$ cat src/design/mec_pkg.sv
// Package for the mesh Euler characteristic block: edge job type and hash helpers.
// Used by mec_front, mec_fifo, mec_back and mesh_euler_characteristic.
package mec_pkg;

  localparam int unsigned PidW = 14;
  localparam int unsigned KeyW = 28;
  localparam int unsigned DefMaxPoints = 16384;
  localparam int unsigned DefEdgeSlots = 65536;
  localparam logic [31:0] HashMul = 32'd2654435761;

  localparam logic [1:0] KindRing = 2'd0;
  localparam logic [1:0] KindStrip = 2'd1;

  // One word from front to back: at most a pair of edge keys, a mesh-end mark and the domain.
  typedef struct packed {
    logic            e0_valid;
    logic [KeyW-1:0] e0_key;
    logic            e1_valid;
    logic [KeyW-1:0] e1_key;
    logic            last;
    logic [15:0]     dom;
  } mec_job_t;

  typedef enum logic [2:0] {
    BK_IDLE,
    BK_HASH,
    BK_READ,
    BK_CHECK,
    BK_FINISH,
    BK_CLEAR
  } bk_state_t;

  function automatic logic [KeyW-1:0] edge_key(input logic [PidW-1:0] a,
                                               input logic [PidW-1:0] b);
    logic [PidW-1:0] lo;
    logic [PidW-1:0] hi;
    lo = (a < b) ? a : b;
    hi = (a < b) ? b : a;
    return {lo, hi};
  endfunction

endpackage

$ cat src/design/mec_fifo.sv
// Short queue of edge jobs between front and back parts. Depends on mec_pkg.
module mec_fifo (
  input  logic              clk,
  input  logic              rst,
  input  logic              wr_valid,
  output logic              wr_stall,
  input  mec_pkg::mec_job_t wr_data,
  output logic              rd_valid,
  input  logic              rd_stall,
  output mec_pkg::mec_job_t rd_data
);
  import mec_pkg::*;

  mec_job_t slots [4];
  logic [1:0] wp, rp;
  logic [2:0] cnt;
  logic wr, rd;

  assign wr_stall = (cnt == 3'd4);
  assign rd_valid = (cnt != 3'd0);
  assign rd_data = slots[rp];
  assign wr = wr_valid && !wr_stall;
  assign rd = rd_valid && !rd_stall;

  always_ff @(posedge clk) begin
    if (wr) begin
      slots[wp] <= wr_data;
    end
  end

  always_ff @(posedge clk) begin
    if (rst) begin
      wp <= '0;
      rp <= '0;
      cnt <= '0;
    end else begin
      if (wr) wp <= wp + 1'b1;
      if (rd) rp <= rp + 1'b1;
      cnt <= cnt + {2'b0, wr} - {2'b0, rd};
    end
  end

`ifndef SYNTHESIS
  a_cnt_bound: assert property (@(posedge clk) disable iff (rst) cnt <= 3'd4)
    else $error("queue count out of range");
  a_cnt_track: assert property (@(posedge clk) disable iff (rst)
    (wr && !rd) |=> cnt == $past(cnt) + 3'd1) else $error("queue count slip");
  a_cnt_drop: assert property (@(posedge clk) disable iff (rst)
    (rd && !wr) |=> cnt == $past(cnt) - 3'd1) else $error("queue count slip");
`endif
endmodule

$ cat config.mk
export PLATFORM = sky130hd
export DESIGN_NAME = mec_fifo
export DESIGN_NICKNAME = d
export VERILOG_FILES = /design/src/design/mec_pkg.sv /design/src/design/mec_fifo.sv
export SDC_FILE = /design/constraint.sdc
export NUM_CORES = 1
export LEC_CHECK = 0
export BUFFER_PORTS_ARGS = -buffer_cell sky130_fd_sc_hd__buf_2
export CAP_MARGIN = 20
export CORE_ASPECT_RATIO = 0.5
export CORE_MARGIN = 2
export CORE_UTILIZATION = 45
export CTS_BUF_LIST = sky130_fd_sc_hd__clkbuf_4 sky130_fd_sc_hd__clkbuf_8
export DETAILED_ROUTE_END_ITERATION = 8
export PLACE_DENSITY = 0.78
export SKIP_LAST_GASP = 1
export SLEW_MARGIN = 10
export SYNTH_ARGS = -nofsm -noshare
export SYNTH_HDL_FRONTEND = slang
export SYNTH_SLANG_ARGS = --single-unit
$ cat constraint.sdc
create_clock -name clk -period 3 [get_ports clk]
set_clock_uncertainty 0.15 [all_clocks]
set_input_delay 0.15 -clock clk [delete_from_list [all_inputs] [get_ports clk]]
set_output_delay 0.15 -clock clk [all_outputs]
set_load 0.01 [all_outputs]
==> reports/qor.yml, run 1 <==
wire_per_inst_um: 20.89
p_leak_nw: 4.841
initial_core_util_pct: 46.42
portBuffers: 155
place_congestion: 0.7401
die_area_um2: 26450
power_density_nw_per_um2: 775.7
hold_slack_ns: 0.2026
clkTransAtPathRegs_ns: 0.06
crit_top_cell: "inv_1"
worstSetupPathType: "flip-flop to flip-flop"
switching_share_pct: 26.42
die_w_um: 228.0
critPathMaxStageDelay_ns: 0.42
drive_gt1_share_pct: 42.72
power.switching_w: 0.002909
rsz0062_at_grt: "false"
synth_area_per_cell_um2: 25.49
cap_violations: 0
crit_chain: "nor3b_1 -> nor2_1 -> inv_1 -> ha_1 -> inv_1 -> ha_1 -> inv_1 -> fa_1 -> xor2_1 -> and2_1 -> nor3_1"
grt_pass1_wl_mm: 34.48
row_count: 40
fill_cells: 1742
synth_top_area_share_pct: 79.79
ys_warn_count: 0
end_kind: "flip-flop"
period_share_pct: 89.58
fmax_mhz: 372.1
cp_slowest_cell: "nor3b_1"
cts_root_buf: "clkbuf_8"
vdd_drop_max_mv: 0.3276
grt_usage_pct: 17.29
syn_area_um2: 11290
first_global_vias: 5948
grt_start_max_net_pins: 76
dr.first_iter.drc_count: 401
cts_tree: "built"
wl_mm: 22.69
seqPwrFrac_pct: 49.6
clkSinkCount: 309
vias_per_cell: 5.108
hold_path_depth: 2
antenna_found_initial: 1
min_period_ns: 2.688
worstPathArrival_ns: 2.98
fin_setup_tns_ns: 0
io_pins: 156
hold_viol: 0
dpl.hpwl_mm: 12.86
drt_pass1_iterations: 4
status: "finished, final reports clean"
syn2layout_area_growth_pct: 25.73
p_int_w: 0.008103
min_path_type: "primary input to flip-flop"
nets: 804
startpoint_type: "flip-flop"
yosysSeqAreaShare_pct: 81.38
power_frac_comb_pct: 21.4
startpoint: "cnt[1]"
critPathMaxFanout: 6
clk_latency_ns: 0.53
vias: 5547
worst_slew_pin_slew_ns: 0.7619
cts_htree_levels: 2
drv_slew: 0
drcViolationCount: 0
ys_seq_elements: 309
synth_cell_type_count: 22
syn_inst: 443
grt_overflow: 0
cts-buffers-inserted: 44
die_y_um: 116.0
required_ns: 3.29
netlist_top_cells_area: "edfxtp_1 80%, mux4_2 15%, dfxtp_1 1.6%"
finalSetupViolations: 0
max_slew_margin_pct: 49.21
synth.net_count: 529
clkPwrFrac_pct: 29.1
synth_largest_area_cell: "edfxtp_1"
core_um2: 24320
hp-start: "wr_data[62]"
worstReg2RegStart: "cnt[1]"
ant_nets: 0
clock_path_buffers: 3
reg2reg_depth: 11
path summary, 6_finish.rpt:
check	slack, ns	endpoint
hold / removal	0.20	slots[2][62]
hold reg to reg	0.38	wp[1]
setup reg to reg	0.31	cnt[2]
setup / recovery	0.31	cnt[2]
sequential cells by signal, summed over array words and instances (netlist names), named ones only:
register  flops
rp            2
slots       300
wp            2
cnt           3
power groups by stage:
stage | Sequential [W] | Clock [W] | Combinational [W]
after floorplan | 0.00541 | 0 | 0.00151
after global placement | 0.00550 | 0 | 0.00228
after detailed placement | 0.00554 | 0 | 0.00229
after CTS | 0.00545 | 0.00324 | 0.00238
after global routing | 0.00550 | 0.00345 | 0.00251
final | 0.00546 | 0.00320 | 0.00236
synth_stat cells:
cell type and number:
nor3_1 2, mux4_2 75, nor2_1 5, buf_2 6, nor2b_1 2, xor2_1 1, fa_1 1, nor3b_1 2
clkbuf_1 3, ha_1 6, nand2b_1 2, edfxtp_1 300, buf_6 6, o21ai_0 2, inv_1 7, mux2i_1 1
buf_4 2, a21oi_1 3, mux2_2 1, or3_1 2, dfxtp_1 9, and2_1 5
metal layers:
metal | global-route usage (%) | wire length (µm) | part of all wire (%)
met1 | 21.97 | 9288 | 41
met2 | 30.08 | 11800 | 52
met3 | 3.223 | 918 | 4.0
met4 | 7.146 | 687 | 3.0
met5 | 0 | 0 | 0
layout by cell type, fill, tap and decap left out, drive strengths merged, types with 3 or more instances in the layout:
master and n:
clkinv 10, nor2 5, clkbuf 62, ha 6, dlygate4sd3 78, and2 5
mux4 75, edfxtp 300, dfxtp 9, a21oi 3, buf 168, inv 9
area by class of cell:
cell class                      instances  area (µm²)  share of cell area, %
Antenna cell                            1       2.502                0.01763
Clock inverter                         15       106.4                 0.7492
Tap cell                              336       420.4                  2.961
Sequential cell                       309        9196                  64.78
Clock buffer                           62       740.7                  5.218
Inverter                                7       26.28                 0.1851
Multi-Input combinational cell        110        1962                  13.82
Timing Repair Buffer                  246        1742                  12.27
worst max-delay path, delay by kind of cell, from the launching register on:
kind / cells / cell delay (ns)
adders and majority gates: 3 / 0.76
DFF: 1 / 0.35
and+or+nand+nor: 4 / 0.94
buffers and inverters: 3 / 0.21
xor gates and xnor gates: 1 / 0.17
logic make-up after synthesis:
kind of cell,synth area share [%]
flip-flops,81.38
multiplexers,15.15
XOR/XNOR,0.07759
buffers and inverters,1.330
AND/OR/NAND/NOR,0.9973
AO/OA/AOI/OAI,0.2216
adder cells (fa/ha/maj),0.8422
metrics by stage:
step	instances	power (W)	instance area, µm²	setup slack [ns]	util [%]
after global routing	1086	0.01147	14200	0.1098	58.36
final	1086	0.01101	14200	0.3125	58.36
after global placement	930	0.007779	12570	0.5406	51.66
after floorplan	443	0.006917	11300	0.4919	-
after detailed placement	930	0.007828	12570	0.3183	51.66
after CTS	1085	0.01108	14190	0.3060	58.35
repair_timing:
action / in CTS / in global routing
hold endpoints to repair: 309 / 0
gates resized for setup: 0 / 0
hold buffers: 78 / 0
buffers inserted: 0 / 0
Power figures use the tool's default switching activity.
==> run 2, diff against run 1 <==
Settings changed: ABC_AREA set to 1, SKIP_CTS_REPAIR_TIMING set to 1.
==> run 2 against run 1 <==
  * Combinational power up 28%
  * Via count is 36% higher
  * First-iteration DRC count up 67%
  * Critical path type is now flip-flop to primary output
==> reports/qor.yml, run 2 <==
finalSetupViolations: 0
crit_buf_inv: 3
clkSinkCount: 309
cts-buffers-inserted: 45
rsz0062_at_grt: "false"
drive_gt1_share_pct: 32.15
die_y_um: 120.5
worstReg2RegStart: "cnt[1]"
power_density_nw_per_um2: 775.8
status: "finished, final reports clean"
nets: 1127
worst_slew_pin_slew_ns: 0.6253
ys_async_sr_fraction_pct: 0
min_path_type: "primary input to flip-flop"
cap_violations: 0
clkTransAtPathRegs_ns: 0.06
crit_chain: "inv_6 -> buf_4 -> nor2_1 -> o22ai_1 -> buf_2"
io_pins: 156
dp_cells: 1268
core_um2: 26540
die_area_um2: 28560
final_core_utilization_pct: 56.53
hold_slack_ns: 0.2056
initial_core_util_pct: 46.03
final_cell_mix: "300 x edfxtp_1, 155 x buf_2, 126 x o21ai_0, 110 x nor2_1, 78 x dlygate4sd3_1"
portBuffers: 155
ant_nets: 0
cp_slowest_cell: "buf_4"
row_count: 42
wire_per_inst_um: 18.56
vias: 7539
fill_cells: 2010
critPathMaxFanout: 37
fmax_mhz: 397.3
synth_edf_count: 300
syn_area_um2: 12220
synth.net_count: 878
cts_root_buf: "clkbuf_8"
synth_largest_area_cell: "edfxtp_1"
period_share_pct: 83.90
cp_top_family: "buffers and inverters"
synth_ff_type: "edfxtp_1"
largest_register_ffs: 300
ys_seq_elements: 309
syn_inst: 792
final_common_cell: "edfxtp_1"
p_leak_nw: 5.226
max_slew_margin_pct: 58.32
yosysMostFrequentCell: "edfxtp_1"
required_ns: 2.70
cts_htree_levels: 2
first_global_vias: 7271
ys_top_cells_by_count: "300 x edfxtp_1, 126 x o21ai_0, 114 x nor2_1"
worstPathArrival_ns: 2.22
regMostFlops: "slots"
grt_start_max_net_pins: 151
min_period_ns: 2.517
drcViolationCount: 0
place_congestion: 0.7526
wl_mm: 26.50
power.total_w: 0.01164
startpoint_type: "flip-flop"
clock_path_buffers: 3
hold_viol: 0
cts_tree: "built"
yosysSeqAreaShare_pct: 75.22
synth_cell_type_count: 24
synth_area_per_cell_um2: 15.42
dpl.hpwl_mm: 14.70
largestRegisters: "slots: 300 flops, cnt: 3 flops"
vdd_drop_max_mv: 0.4039
drv_slew: 0
antenna_found_initial: 2
vias_per_cell: 5.279
critPathMaxStageDelay_ns: 0.47
final_cells: 1428
ys_warn_count: 0
hp-start: "rst"
die_w_um: 237.0
netlist_top_cells_area: "edfxtp_1 74%, o21ai_0 5.2%, o22ai_2 4.1%"
syn2layout_area_growth_pct: 22.80
grt_pass1_wl_mm: 38.56
grt_usage_pct: 17.41
clk_latency_ns: 0.54
end_kind: "primary output"
grt_overflow: 0
drt_pass1_iterations: 5
worstSetupPathType: "flip-flop to primary output"
dr.first_iter.drc_count: 670
synth_top_area_share_pct: 73.75
run 2: worst min-delay path, delay by kind of cell:
| kind | cells | cell delay, ns |
|---|---|---|
| buffers and inverters | 2 | 0.66 |
| AND/OR/NAND/NOR | 1 | 0.04 |
run 2: cell families after synthesis:
logic type      count (synthesis)  synth area share, %
flops                         309                75.22
fa+ha+maj                       7               0.7784
compound gates                232                12.50
simple gates                  178                8.163
buf+inv                        66                3.339
run 2: metal layers:
metal,routed length [µm],vias up,track usage (%)
li1,-,3476,-
met1,10710,3779,21.24
met2,13930,231,31.03
met3,1266,53,3.288
met4,596,0,6.685
met5,0,-,0
run 2: cell type report:
type / count / area (µm²) / area share [%]
clock inverters: 20 / 116.4 / 0.7757
inverters: 18 / 72.57 / 0.4838
multi-input cells: 417 / 2649 / 17.66
repair buffers: 250 / 1784 / 11.89
well taps: 352 / 440.4 / 2.936
flip-flops and latches: 309 / 9194 / 61.29
diodes: 3 / 7.507 / 0.05005
clock buffers: 59 / 737.0 / 4.913
run 2: worst paths after layout:
path | slack [ns] | depth (start not counted) | to
setup reg to reg | 0.51 | 10 | cnt[2]
hold / removal | 0.21 | 3 | cnt[1]
setup / recovery | 0.48 | 5 | rd_data[56]
hold reg to reg | 0.36 | 2 | rp[0]
run 2: report_power, final:
part	internal, W	leakage, nW	total [W]	switching [W]
registers	0.00526	2.82	0.00540	0.000148
clock network	0.00169	0.457	0.00321	0.00153
logic	0.00106	1.95	0.00302	0.00196
total	0.00800	5.23	0.0116	0.00364
run 2: stage by stage:
step | TNS (ns) | area (µm²) | worst slack (ns)
final | 0 | 15000 | 0.4830
after global routing | 0 | 15000 | 0.3602
after CTS | 0 | 14210 | 0.4576
after detailed placement | 0 | 13360 | 0.5381
after global placement | 0 | 13360 | 0.5853
after floorplan | -93.37 | 12230 | -0.3112
